## src/rtl/fwpr_pkg.sv

```systemverilog
// ----------------------------------------------------------------------------
// fwpr_pkg
// Shared field widths, codes and controller/datapath bundles for the ring
// queue with front-prefix reversal.
// ----------------------------------------------------------------------------
`default_nettype none

package fwpr_pkg;

  localparam int ActionW = 2;
  localparam int ValueW  = 32;
  localparam int KW      = 5;
  localparam int CountW  = 5;
  localparam int StatusW = 2;

  typedef enum logic [ActionW-1:0] {
    ACT_ENQ = 2'd0,
    ACT_DEQ = 2'd1,
    ACT_REV = 2'd2,
    ACT_NOP = 2'd3
  } action_e;

  typedef enum logic [StatusW-1:0] {
    ST_OK    = 2'd0,
    ST_EMPTY = 2'd1,
    ST_FULL  = 2'd2,
    ST_BADK  = 2'd3
  } status_e;

  typedef enum logic [2:0] {
    MEM_NONE,
    MEM_WR_ENQ,
    MEM_RD_LO,
    MEM_RD_HI,
    MEM_WR_LO,
    MEM_WR_HI,
    MEM_RD_FRONT,
    MEM_RD_REAR
  } mem_op_e;

  typedef struct packed {
    logic    load;
    logic    apply;
    logic    cap_tmp;
    logic    step;
    logic    cap_front;
    logic    cap_rear;
    logic    out_load;
    mem_op_e mem_op;
  } cmd_t;

  typedef struct packed {
    logic rev_go;
    logic pair_left;
    logic out_free;
  } sts_t;

endpackage

`default_nettype wire

```

## src/rtl/fwpr_if.sv

```systemverilog
// ----------------------------------------------------------------------------
// fwpr_if
// Valid/ready channels for the action items and the result items.
// ----------------------------------------------------------------------------
`default_nettype none

interface fwpr_in_if;
  logic                               valid;
  logic                               ready;
  logic [fwpr_pkg::ActionW-1:0]       action;
  logic signed [fwpr_pkg::ValueW-1:0] value;
  logic [fwpr_pkg::KW-1:0]            reverse_count;

  modport source (output valid, output action, output value, output reverse_count,
                  input ready);
  modport sink   (input valid, input action, input value, input reverse_count,
                  output ready);
endinterface

interface fwpr_out_if;
  logic                               valid;
  logic                               ready;
  logic signed [fwpr_pkg::ValueW-1:0] front_value;
  logic signed [fwpr_pkg::ValueW-1:0] rear_value;
  logic [fwpr_pkg::CountW-1:0]        entry_count;
  logic [fwpr_pkg::StatusW-1:0]       status;

  modport source (output valid, output front_value, output rear_value,
                  output entry_count, output status, input ready);
  modport sink   (input valid, input front_value, input rear_value,
                  input entry_count, input status, output ready);
endinterface

`default_nettype wire

```

## src/rtl/fwpr_ram.sv

```systemverilog
// ----------------------------------------------------------------------------
// fwpr_ram
// Single-port RAM with registered read data.
// ----------------------------------------------------------------------------
`default_nettype none

module fwpr_ram #(
  parameter int Width = 32,
  parameter int Depth = 16,
  localparam int AddrW = $clog2(Depth)
) (
  input  wire logic             clk_i,
  input  wire logic             en_i,
  input  wire logic             we_i,
  input  wire logic [AddrW-1:0] addr_i,
  input  wire logic [Width-1:0] wdata_i,
  output logic      [Width-1:0] rdata_o
);

  logic [Width-1:0] mem_q [Depth];
  logic [Width-1:0] rdata_q;

  always_ff @(posedge clk_i) begin
    if (en_i) begin
      if (we_i) begin
        mem_q[addr_i] <= wdata_i;
      end else begin
        rdata_q <= mem_q[addr_i];
      end
    end
  end

  assign rdata_o = rdata_q;

endmodule

`default_nettype wire

```

## src/rtl/fwpr_ctrl.sv

```systemverilog
// ----------------------------------------------------------------------------
// fwpr_ctrl
// Sequencer: applies one action, swaps reversal pairs through the ring
// memory, reads back front and rear, then hands the result over.
// ----------------------------------------------------------------------------
`default_nettype none

module fwpr_ctrl (
  input  wire logic           clk_i,
  input  wire logic           rst_ni,
  input  wire logic           in_valid_i,
  output logic                in_ready_o,
  input  wire fwpr_pkg::sts_t sts_i,
  output fwpr_pkg::cmd_t      cmd_o
);

  typedef enum logic [3:0] {
    S_IDLE,
    S_APPLY,
    S_RD_LO,
    S_RD_HI,
    S_WR_LO,
    S_WR_HI,
    S_RD_FRONT,
    S_RD_REAR,
    S_CAP_REAR,
    S_FINISH
  } state_e;

  state_e state_q, state_d;

  always_comb begin
    state_d       = state_q;
    cmd_o         = '0;
    cmd_o.mem_op  = fwpr_pkg::MEM_NONE;
    unique case (state_q)
      S_IDLE: begin
        cmd_o.load = in_valid_i;
        if (in_valid_i) state_d = S_APPLY;
      end
      S_APPLY: begin
        cmd_o.apply  = 1'b1;
        cmd_o.mem_op = fwpr_pkg::MEM_WR_ENQ;
        state_d      = sts_i.rev_go ? S_RD_LO : S_RD_FRONT;
      end
      S_RD_LO: begin
        cmd_o.mem_op = fwpr_pkg::MEM_RD_LO;
        state_d      = S_RD_HI;
      end
      S_RD_HI: begin
        cmd_o.mem_op  = fwpr_pkg::MEM_RD_HI;
        cmd_o.cap_tmp = 1'b1;
        state_d       = S_WR_LO;
      end
      S_WR_LO: begin
        cmd_o.mem_op = fwpr_pkg::MEM_WR_LO;
        state_d      = S_WR_HI;
      end
      S_WR_HI: begin
        cmd_o.mem_op = fwpr_pkg::MEM_WR_HI;
        cmd_o.step   = 1'b1;
        state_d      = sts_i.pair_left ? S_RD_LO : S_RD_FRONT;
      end
      S_RD_FRONT: begin
        cmd_o.mem_op = fwpr_pkg::MEM_RD_FRONT;
        state_d      = S_RD_REAR;
      end
      S_RD_REAR: begin
        cmd_o.mem_op    = fwpr_pkg::MEM_RD_REAR;
        cmd_o.cap_front = 1'b1;
        state_d         = S_CAP_REAR;
      end
      S_CAP_REAR: begin
        cmd_o.cap_rear = 1'b1;
        state_d        = S_FINISH;
      end
      S_FINISH: begin
        cmd_o.out_load = sts_i.out_free;
        if (sts_i.out_free) state_d = S_IDLE;
      end
      default: state_d = S_IDLE;
    endcase
  end

  always_ff @(posedge clk_i or negedge rst_ni) begin
    if (!rst_ni) begin
      state_q <= S_IDLE;
    end else begin
      state_q <= state_d;
    end
  end

  assign in_ready_o = (state_q == S_IDLE);

endmodule

`default_nettype wire

```

## src/rtl/fwpr_dpath.sv

```systemverilog
// ----------------------------------------------------------------------------
// fwpr_dpath
// Ring head pointer, entry count, reversal offsets, ring memory and the result
// register.
// ----------------------------------------------------------------------------
`default_nettype none

module fwpr_dpath #(
  parameter int DEPTH = 16,
  parameter int WIDTH = 32
) (
  input  wire logic                                clk_i,
  input  wire logic                                rst_ni,
  input  wire fwpr_pkg::cmd_t                      cmd_i,
  output fwpr_pkg::sts_t                           sts_o,
  input  wire logic [fwpr_pkg::ActionW-1:0]        action_i,
  input  wire logic signed [fwpr_pkg::ValueW-1:0]  value_i,
  input  wire logic [fwpr_pkg::KW-1:0]             reverse_count_i,
  input  wire logic                                out_ready_i,
  output logic                                     out_valid_o,
  output logic signed [fwpr_pkg::ValueW-1:0]       front_value_o,
  output logic signed [fwpr_pkg::ValueW-1:0]       rear_value_o,
  output logic [fwpr_pkg::CountW-1:0]              entry_count_o,
  output logic [fwpr_pkg::StatusW-1:0]             status_o
);

  localparam int IdxW = $clog2(DEPTH);
  localparam int CntW = $clog2(DEPTH + 1);
  localparam int SumW = CntW + 1;
  localparam int CmpW = (CntW > fwpr_pkg::KW) ? CntW : fwpr_pkg::KW;
  localparam int VW   = fwpr_pkg::ValueW;

  fwpr_pkg::action_e      action_q;
  logic [VW-1:0]          value_q;
  logic [fwpr_pkg::KW-1:0] k_q;

  logic [IdxW-1:0]        head_q;
  logic [CntW-1:0]        count_q;
  logic [CntW-1:0]        lo_q, hi_q;
  logic [WIDTH-1:0]       tmp_q;
  logic [VW-1:0]          front_q, rear_q;
  fwpr_pkg::status_e      status_q;

  logic                   out_valid_q;
  logic [VW-1:0]          out_front_q, out_rear_q;
  logic [CntW-1:0]        out_count_q;
  fwpr_pkg::status_e      out_status_q;

  logic                   full, empty;
  logic [CmpW-1:0]        k_ext, cnt_ext;
  logic [CntW-1:0]        rear_off;
  logic                   mem_en, mem_we;
  logic [IdxW-1:0]        mem_addr;
  logic [WIDTH-1:0]       mem_wdata, mem_rdata, enq_word;
  logic [VW-1:0]          rd_word;

  function automatic logic [IdxW-1:0] slot(input logic [IdxW-1:0] head,
                                           input logic [CntW-1:0] off);
    logic [SumW-1:0] sum;
    sum = SumW'(head) + SumW'(off);
    if (sum >= SumW'(DEPTH)) sum = sum - SumW'(DEPTH);
    return sum[IdxW-1:0];
  endfunction

  assign full     = (count_q == CntW'(DEPTH));
  assign empty    = (count_q == '0);
  assign k_ext    = CmpW'(k_q);
  assign cnt_ext  = CmpW'(count_q);
  assign rear_off = empty ? '0 : count_q - CntW'(1);

  generate
    if (WIDTH >= VW) begin : g_wide
      assign rd_word  = mem_rdata[VW-1:0];
      if (WIDTH > VW) begin : g_ext
        assign enq_word = {{(WIDTH-VW){value_q[VW-1]}}, value_q};
      end else begin : g_eq
        assign enq_word = value_q;
      end
    end else begin : g_narrow
      assign rd_word  = {{(VW-WIDTH){mem_rdata[WIDTH-1]}}, mem_rdata};
      assign enq_word = value_q[WIDTH-1:0];
    end
  endgenerate

  always_comb begin
    mem_en    = 1'b1;
    mem_we    = 1'b0;
    mem_addr  = head_q;
    mem_wdata = mem_rdata;
    unique case (cmd_i.mem_op)
      fwpr_pkg::MEM_NONE: mem_en = 1'b0;
      fwpr_pkg::MEM_WR_ENQ: begin
        mem_en    = (action_q == fwpr_pkg::ACT_ENQ) && !full;
        mem_we    = 1'b1;
        mem_addr  = slot(head_q, count_q);
        mem_wdata = enq_word;
      end
      fwpr_pkg::MEM_RD_LO: mem_addr = slot(head_q, lo_q);
      fwpr_pkg::MEM_RD_HI: mem_addr = slot(head_q, hi_q);
      fwpr_pkg::MEM_WR_LO: begin
        mem_we   = 1'b1;
        mem_addr = slot(head_q, lo_q);
      end
      fwpr_pkg::MEM_WR_HI: begin
        mem_we    = 1'b1;
        mem_addr  = slot(head_q, hi_q);
        mem_wdata = tmp_q;
      end
      fwpr_pkg::MEM_RD_FRONT: mem_addr = head_q;
      fwpr_pkg::MEM_RD_REAR:  mem_addr = slot(head_q, rear_off);
      default: mem_en = 1'b0;
    endcase
  end

  fwpr_ram #(
    .Width(WIDTH),
    .Depth(DEPTH)
  ) u_ram (
    .clk_i  (clk_i),
    .en_i   (mem_en),
    .we_i   (mem_we),
    .addr_i (mem_addr),
    .wdata_i(mem_wdata),
    .rdata_o(mem_rdata)
  );

  // Hold the item and the working registers.
  always_ff @(posedge clk_i) begin
    if (cmd_i.load) begin
      action_q <= fwpr_pkg::action_e'(action_i);
      value_q  <= value_i;
      k_q      <= reverse_count_i;
    end
    if (cmd_i.apply) begin
      lo_q <= '0;
      hi_q <= CntW'(fwpr_pkg::KW'(k_q - fwpr_pkg::KW'(1)));
      unique case (action_q)
        fwpr_pkg::ACT_ENQ: status_q <= full ? fwpr_pkg::ST_FULL : fwpr_pkg::ST_OK;
        fwpr_pkg::ACT_DEQ: status_q <= empty ? fwpr_pkg::ST_EMPTY : fwpr_pkg::ST_OK;
        fwpr_pkg::ACT_REV: status_q <= (k_ext > cnt_ext) ? fwpr_pkg::ST_BADK
                                                         : fwpr_pkg::ST_OK;
        default:           status_q <= fwpr_pkg::ST_OK;
      endcase
    end
    if (cmd_i.step) begin
      lo_q <= lo_q + CntW'(1);
      hi_q <= hi_q - CntW'(1);
    end
    if (cmd_i.cap_tmp)   tmp_q   <= mem_rdata;
    if (cmd_i.cap_front) front_q <= rd_word;
    if (cmd_i.cap_rear)  rear_q  <= rd_word;
    if (cmd_i.out_load) begin
      out_front_q  <= empty ? '0 : front_q;
      out_rear_q   <= empty ? '0 : rear_q;
      out_count_q  <= count_q;
      out_status_q <= status_q;
    end
  end

  always_ff @(posedge clk_i or negedge rst_ni) begin
    if (!rst_ni) begin
      head_q      <= '0;
      count_q     <= '0;
      out_valid_q <= 1'b0;
    end else begin
      if (cmd_i.apply) begin
        if (action_q == fwpr_pkg::ACT_ENQ && !full) begin
          count_q <= count_q + CntW'(1);
        end else if (action_q == fwpr_pkg::ACT_DEQ && !empty) begin
          head_q  <= slot(head_q, CntW'(1));
          count_q <= count_q - CntW'(1);
        end
      end
      if (cmd_i.out_load) begin
        out_valid_q <= 1'b1;
      end else if (out_ready_i) begin
        out_valid_q <= 1'b0;
      end
    end
  end

  assign sts_o.rev_go    = (action_q == fwpr_pkg::ACT_REV) && (k_ext > CmpW'(1))
                           && (k_ext <= cnt_ext);
  assign sts_o.pair_left = (SumW'(lo_q) + SumW'(2)) < SumW'(hi_q);
  assign sts_o.out_free  = !out_valid_q || out_ready_i;

  assign out_valid_o   = out_valid_q;
  assign front_value_o = out_front_q;
  assign rear_value_o  = out_rear_q;
  assign entry_count_o = fwpr_pkg::CountW'(out_count_q);
  assign status_o      = out_status_q;

endmodule

`default_nettype wire

```

## src/rtl/fifo_with_prefix_reverse.sv

```systemverilog
// A reversal of k entries that goes ahead swaps its pairs one after another
// through the single ring memory port: each swapped pair takes two reads and
// two writes. A new item is accepted only once the previous result has been
// loaded into the result register.
// Reset clears the head pointer, the entry count, the sequencer and the
// result valid; ring contents stay undefined until written.
// ----------------------------------------------------------------------------
// fifo_with_prefix_reverse
// Bounded ring queue of signed words with enqueue, dequeue and in-place
// reversal of the first k entries; each action returns front, rear, count
// and status.
// ----------------------------------------------------------------------------
`default_nettype none

module fifo_with_prefix_reverse #(
  parameter int DEPTH = 16,
  parameter int WIDTH = 32
) (
  input  wire logic clk_i,
  input  wire logic rst_ni,
  fwpr_in_if.sink   in_if,
  fwpr_out_if.source out_if
);

  fwpr_pkg::cmd_t cmd;
  fwpr_pkg::sts_t sts;

  fwpr_ctrl u_ctrl (
    .clk_i     (clk_i),
    .rst_ni    (rst_ni),
    .in_valid_i(in_if.valid),
    .in_ready_o(in_if.ready),
    .sts_i     (sts),
    .cmd_o     (cmd)
  );

  fwpr_dpath #(
    .DEPTH(DEPTH),
    .WIDTH(WIDTH)
  ) u_dpath (
    .clk_i          (clk_i),
    .rst_ni         (rst_ni),
    .cmd_i          (cmd),
    .sts_o          (sts),
    .action_i       (in_if.action),
    .value_i        (in_if.value),
    .reverse_count_i(in_if.reverse_count),
    .out_ready_i    (out_if.ready),
    .out_valid_o    (out_if.valid),
    .front_value_o  (out_if.front_value),
    .rear_value_o   (out_if.rear_value),
    .entry_count_o  (out_if.entry_count),
    .status_o       (out_if.status)
  );

endmodule

`default_nettype wire

```

## src/flat_wrapper.sv

```systemverilog
// flat-port wrapper written by rule: the top's interface ports become plain ports
module fifo_with_prefix_reverse_flat 
#(
  parameter int DEPTH = 16,
  parameter int WIDTH = 32
)
  (clk_i, rst_ni, in_if_valid, in_if_action, in_if_value, in_if_reverse_count, in_if_ready, out_if_valid, out_if_front_value, out_if_rear_value, out_if_entry_count, out_if_status, out_if_ready);
  fwpr_in_if in_if_i ();
  fwpr_out_if out_if_i ();
  input  wire logic clk_i;
  input  wire logic rst_ni;
  input wire logic [$bits(in_if_i.valid)-1:0] in_if_valid;
  input wire logic [$bits(in_if_i.action)-1:0] in_if_action;
  input wire logic [$bits(in_if_i.value)-1:0] in_if_value;
  input wire logic [$bits(in_if_i.reverse_count)-1:0] in_if_reverse_count;
  output wire logic [$bits(in_if_i.ready)-1:0] in_if_ready;
  output wire logic [$bits(out_if_i.valid)-1:0] out_if_valid;
  output wire logic [$bits(out_if_i.front_value)-1:0] out_if_front_value;
  output wire logic [$bits(out_if_i.rear_value)-1:0] out_if_rear_value;
  output wire logic [$bits(out_if_i.entry_count)-1:0] out_if_entry_count;
  output wire logic [$bits(out_if_i.status)-1:0] out_if_status;
  input wire logic [$bits(out_if_i.ready)-1:0] out_if_ready;
  assign in_if_i.valid = in_if_valid;
  assign in_if_i.action = in_if_action;
  assign in_if_i.value = in_if_value;
  assign in_if_i.reverse_count = in_if_reverse_count;
  assign in_if_ready = in_if_i.ready;
  assign out_if_valid = out_if_i.valid;
  assign out_if_front_value = out_if_i.front_value;
  assign out_if_rear_value = out_if_i.rear_value;
  assign out_if_entry_count = out_if_i.entry_count;
  assign out_if_status = out_if_i.status;
  assign out_if_i.ready = out_if_ready;
  fifo_with_prefix_reverse #(.DEPTH(DEPTH), .WIDTH(WIDTH)) u_core (.clk_i(clk_i), .rst_ni(rst_ni), .in_if(in_if_i), .out_if(out_if_i));
endmodule
```

## config.mk

```make
export PLATFORM = sky130hd
export DESIGN_NAME = fifo_with_prefix_reverse_flat
export DESIGN_NICKNAME = d
export VERILOG_FILES = /design/src/rtl/fwpr_pkg.sv /design/src/rtl/fwpr_if.sv /design/src/rtl/fwpr_ram.sv /design/src/rtl/fwpr_ctrl.sv /design/src/rtl/fwpr_dpath.sv /design/src/rtl/fifo_with_prefix_reverse.sv /design/src/flat_wrapper.sv
export SDC_FILE = /design/constraint.sdc
export NUM_CORES = 1
export LEC_CHECK = 0
export BUFFER_PORTS_ARGS = -buffer_cell sky130_fd_sc_hd__buf_2
export CORE_MARGIN = 4
export CORE_UTILIZATION = 40
export CTS_CLUSTER_SIZE = 8
export DETAILED_ROUTE_END_ITERATION = 8
export GPL_TIMING_DRIVEN = 1
export PLACE_DENSITY_LB_ADDON = 0.05
export SLEW_MARGIN = 20
export SYNTH_ARGS = -nofsm -noshare
export SYNTH_HDL_FRONTEND = slang
export SYNTH_HIERARCHICAL = 1
export SYNTH_SLANG_ARGS = --single-unit
```

## constraint.sdc

```tcl
create_clock -name clk_i -period 15.4 [get_ports clk_i]
set_clock_uncertainty 0.1 [all_clocks]
set_input_delay 0.77 -clock clk_i [delete_from_list [all_inputs] [get_ports clk_i]]
set_output_delay 0.77 -clock clk_i [all_outputs]
set_load 0.01 [all_outputs]
```

; ---- Yosys cells after proc, flatten, opt, wreduce, memory -nomap -nowiden
; Memories as Yosys holds them, arrays and structs flattened. A register that Yosys moved wholly into a read port is not among the register bits.
; Index checks and enable logic that the tools add are counted.
[op_classes]
n_mux = 38
reduce_logical = 22
bitwise_logic = 2
n_eq_ne = 20
n_addsub = 16
magnitude_cmp = 9
[ops]
columns = operator, n
row1 = case mux 32 bit (2 select lines), 1
row2 = case mux 4 bit (10 select lines), 1
row3 = 2-to-1 mux 5 bit, 7
row4 = 2-to-1 mux 4 bit, 7
row5 = adder 4 x 5 -> 6 bit, 4
row6 = "greater-or-equal comparator 6 x 5 -> 1 bit, second input constant", 4
row7 = case mux 3 bit (7 select lines), 1
row8 = "subtractor 4 x 1 -> 4 bit, second input constant", 5
row9 = "equality test 4 x 3 -> 1 bit, second input constant", 4
row10 = case mux 4 bit (4 select lines), 1
row11 = "subtractor 5 x 1 -> 5 bit, second input constant", 3
row12 = 2-to-1 mux 1 bit, 14
row13 = "adder 5 x 1 -> 5 bit, second input constant", 2
row14 = "equality test 3 bit, second input constant", 3
row15 = "equality test 4 x 2 -> 1 bit, second input constant", 2
row16 = "equality test 4 bit, second input constant", 2
row17 = "adder 5 x 2 -> 6 bit, second input constant", 1
row18 = "equality test 3 x 2 -> 1 bit, second input constant", 2
row19 = < comparator 6 x 5 -> 1 bit, 1
row20 = 2-to-1 mux 3 bit, 2
row21 = case mux 2 bit (3 select lines), 1
row22 = AND reduction 2 bit, 3
row23 = nonzero test 2 bit, 3
row24 = "adder 4 x 1 -> 5 bit, second input constant", 1
row25 = 23 further kinds, 32
[totals]
inputBits = 43
memories = 1
out_inout_bits = 73
regBits = 232
mem_bits_rw = 512
wordCells = 125
[mem_list]
columns = memory, depth, word_bits, read_ports, rd_clocked_by_memory_dff, wr, line_no
row1 = u_core.u_dpath.u_ram.mem_q, 16, 32, 1, 1, 1, fwpr_ram.sv:20  ; logic [Width-1:0] mem_q [Depth];

; ---- Logic depth before layout (Yosys ltp)
[depth]
word_depth = 8
ltp_mapped = 19
depth_no_buf = 15

; ---- Cells and area by module
; Netlist, hierarchy kept.
[by_module_without_submodules]
columns = mod, seq_area_each_um2, area_each_um2, instances, cells_per_inst
row1 = fwpr_ram, 16335.7, 20216.9, 1, 844
row2 = fwpr_dpath, 6796.5, 9138.8, 1, 583
row3 = fwpr_ctrl, 100.1, 300.3, 1, 36

; ---- Least setup slack after synthesis
; Ideal clock, no wire load.
[synth_path]
path_type = input port to flip-flop
from = input port out_if_ready
to = register u_core.u_dpath.out_count_q[0], in the netlist u_core/u_dpath/entry_count_o[0] (enable)
setup_slack_ns = 8.910
stages = 3
required_ns = 14.711
path_buffers = 0
t_arrival_ns = 5.801
setup_ns = 0.589
path_cell_list = nand2b_1 > inv_1 > nor3_1
[synth_rtl]
columns = element, line_no
row1 = from (decl), flat_wrapper.sv:22  ; input wire logic [$bits(out_if_i.ready)-1:0] out_if_ready;
row2 = to (signal assigned), fwpr_dpath.sv:155  ; out_count_q <= count_q;
row3 = to (decl), fwpr_dpath.sv:46  ; logic [CntW-1:0] out_count_q;

==> qor.csv <==
metric,value,unit
number_of_vias_per_cell,5.37,
worstSetupEndpointType,register,
cts-htree-levels,3,
final_design_area_no_fill,34700,µm²
critical_path.reg2reg.endpoint,u_core/u_dpath/u_ram/mem_q[7][24]$_DFFE_PP_,
fraction_of_final_layout_cells_with_drive_strength_greater_than_1,0.276,
layout_commonest_cell,edfxtp_1,
ant_nets,0,
detailroute.via_count,14300,
drt_first_iter_violations,1219,
cp_slowest_cell,buf_4,
maximum_single_stage_delay_on_the_critical_path,780,ps
die_area,78600,µm²
whs_path_depth,1,
period_minus_slack,6600,ps
cts-root-buf,clkbuf_16,
netlist_instances,1463,
core_area,73200,µm²
hold_viol_final,0,
outcome,finished clean,
clock_tree_from_tritoncts,built,
placement.cell_area,31800,µm²
grt_remaining_overflow,0,
worst-endpoint-required,15600,ps
drt_first_pass_iters,5,
final_util,0.475,
reg2reg_slack,8800,ps
grt_antenna_before_repair,0,
final_cell_mix,"762 x edfxtp_1, 128 x mux4_2, 115 x buf_2, 108 x clkbuf_16, 83 x nand2_1",
synth_area,29700,µm²
nets,1748,
route.detailed.wl_per_inst,25.5,µm
worst-path-max-fanout,53,
grt_start_max_net_pins,68,
relSlewSlack,0.327,
worstPathArrival,6800,ps
global_route.usage.total,0.176,
post_cts.repair.setup_buffers,0,
setup.worst_path.class,register to register,
achievable-frequency,151,MHz
startpoint,u_core/u_ctrl/state_q[3]$_DFFE_PN0P_,
finalWirelength,68100,µm
number_of_violations_of_the_max_capacitance_limit,0,
syn_avg_cell_area,20.3,µm²
clk_latency,650,ps
crit_chain,nand2b_1 > inv_2 > buf_4 > a21boi_1 > a21oi_1 > o21ai_0 > o22a_2 > ha_1 > fa_1 > mux2_4 > buf_4 > nand4_1 > nor2_4 > buf_4,
place.detailed.hpwl,40500,µm
gp_routability_congestion,0.761,
grt_pass1_wl,102000,µm
r2r_cells,14,
hp_class,primary input to register,
worst_slew_pin_slew,1010,ps
timing.rr.start,u_core/u_ctrl/state_q[3]$_DFFE_PN0P_,
synth_flop_cell,edfxtp_1,
cts.reportedPaths.clkPinSlew,50,ps
timing.critical_path.from_type,register,
numClockSinks,776,
synth_fp_nets,1528,
synth-edff-count,762,
asyncSetResetFlopFracSynth,0.0180,
number_of_buffers_created_by_cts,107,
grt_setup_unrepaired,no,
first_global_vias,15000,
final.period_utilization,0.429,
rows,99,
yosys_warnings,6,
area_delta_synth_final,17.1,%
drc,0,
floorplan.io_pins,116,
cts.path.max_buffers,3,
setup_tns,0,ps
die_height,280,µm
drv_slew,0,
ys_seq_elements,776,
critical_path_most_common_cell,buf_4,
post_synth_num_cell_types,59,
die_width,280,µm
crit_path_end,u_core/u_dpath/u_ram/mem_q[7][24]$_DFFE_PP_,
start_util,0.405,
setup_viol_count_final,0,
io_port_bufs,115,
synth-seq-area-share,0.783,
## per-layer routing
metal  vias up  wire length, µm  track usage  share of wire
met2       392            30500        0.262           0.45
met1      7535            32600        0.269           0.48
met4         0             1380       0.0431          0.020
met5         -                0            0              0
li1       6313                -            -              -
met3        97             3690       0.0363          0.054
## Yosys cell counts, types with 4 or more instances
library cell | number | area share
edfxtp_1 | 762 | 0.77
buf_6 | 13 | 0.0049
buf_1 | 9 | 0.0011
nor2b_1 | 71 | 0.015
nor3_1 | 11 | 0.0019
and2_1 | 7 | 0.0015
dfrtp_1 | 14 | 0.012
buf_2 | 14 | 0.0024
nand2_1 | 83 | 0.011
mux4_2 | 128 | 0.097
xor2_1 | 6 | 0.0018
nor2_1 | 30 | 0.0038
a22oi_1 | 64 | 0.016
o21ai_0 | 40 | 0.0068
inv_1 | 15 | 0.0019
a21o_1 | 4 | 0.0010
ha_1 | 21 | 0.0089
mux2i_1 | 35 | 0.012
a21oi_1 | 15 | 0.0025
nand3_1 | 7 | 0.0012
nand2b_1 | 12 | 0.0025
xnor2_1 | 15 | 0.0044
clkbuf_1 | 38 | 0.0048
## kinds of logic after synthesis
group,after synthesis,share of synthesized area
compound gates,147,0.0337
xor+xnor,21,0.00620
fa+ha+maj,22,0.00954
buf+inv,91,0.0155
flops,776,0.783
mux,166,0.110
simple gates,240,0.0415
## state kept, by name, summed over array words and instances, names as in the netlist
signal	cells
u_core/u_dpath/out_valid_o	1
u_core/u_dpath/lo_q	5
u_core/u_dpath/status_o	2
u_core/u_dpath/rear_q	32
u_core/u_dpath/tmp_q	32
u_core/u_dpath/cnt_ext	5
u_core/u_dpath/enq_word	32
u_core/u_ctrl/state_q	4
u_core/u_dpath/u_ram/mem_q	512
u_core/u_dpath/k_ext	5
u_core/u_dpath/status_q	2
u_core/u_dpath/u_ram/rdata_o	32
u_core/u_dpath/front_value_o	32
u_core/u_dpath/front_q	32
u_core/u_dpath/action_q	2
u_core/u_dpath/head_q	4
u_core/u_dpath/rear_value_o	32
u_core/u_dpath/hi_q	5
u_core/u_dpath/entry_count_o	5
## worst max-delay path, delay by kind of cell (launching register included)
family                   cells  cell delay [ps]
adder cells (fa/ha/maj)      2              680
AND/OR/NAND/NOR              3             1530
multiplexers                 1              550
buffers and inverters        4             1920
AO/OA/AOI/OAI                4              840
flip-flops                   1              520
## how the worst min path moves through the flow
stage                                              start                                     to  slack [ps]
floorplan           u_core/u_dpath/status_q[0]$_DFFE_PP_   u_core/u_dpath/status_o[0]$_DFFE_PP_         300
global placement    u_core/u_dpath/status_q[1]$_DFFE_PP_   u_core/u_dpath/status_o[1]$_DFFE_PP_         320
detailed placement  u_core/u_dpath/status_q[1]$_DFFE_PP_   u_core/u_dpath/status_o[1]$_DFFE_PP_         310
CTS                                      in_if_value[12]  u_core/u_dpath/enq_word[12]$_DFFE_PP_         140
global route                      in_if_reverse_count[3]      u_core/u_dpath/k_ext[3]$_DFFE_PP_         150
finish                                   in_if_value[12]  u_core/u_dpath/enq_word[12]$_DFFE_PP_         190
## what timing repair did
item | in CTS | in global routing
resized for setup | 0 | 0
endpoints found under the hold margin | 14 | 0
setup endpoints to repair | 0 | 0
hold buffers | 1 | 0
## area by class of cell
type / instances / area (µm²)
flip-flops and latches: 776 / 23200
fillers: 6099 / 38500
multi-input cells: 596 / 6170
diodes: 2 / 5.00
inverters: 16 / 60.1
repair buffers: 186 / 1180
well taps: 959 / 1200
clock buffers: 127 / 2770
clock inverters: 7 / 116
## per-stage QoR
| stage | setup WS [ps] | hold WS [ps] | cells |
|---|---|---|---|
| global route | 8510 | 147 | 2667 |
| finish | 8800 | 193 | 2669 |
| floorplan | 8910 | 300 | 1463 |
| global placement | 8750 | 317 | 2528 |
| CTS | 8670 | 142 | 2667 |
| detailed placement | 8730 | 314 | 2532 |
Power is not shown: default switching activity piles up to over one toggle a cycle in this logic, so the estimate is an artifact.
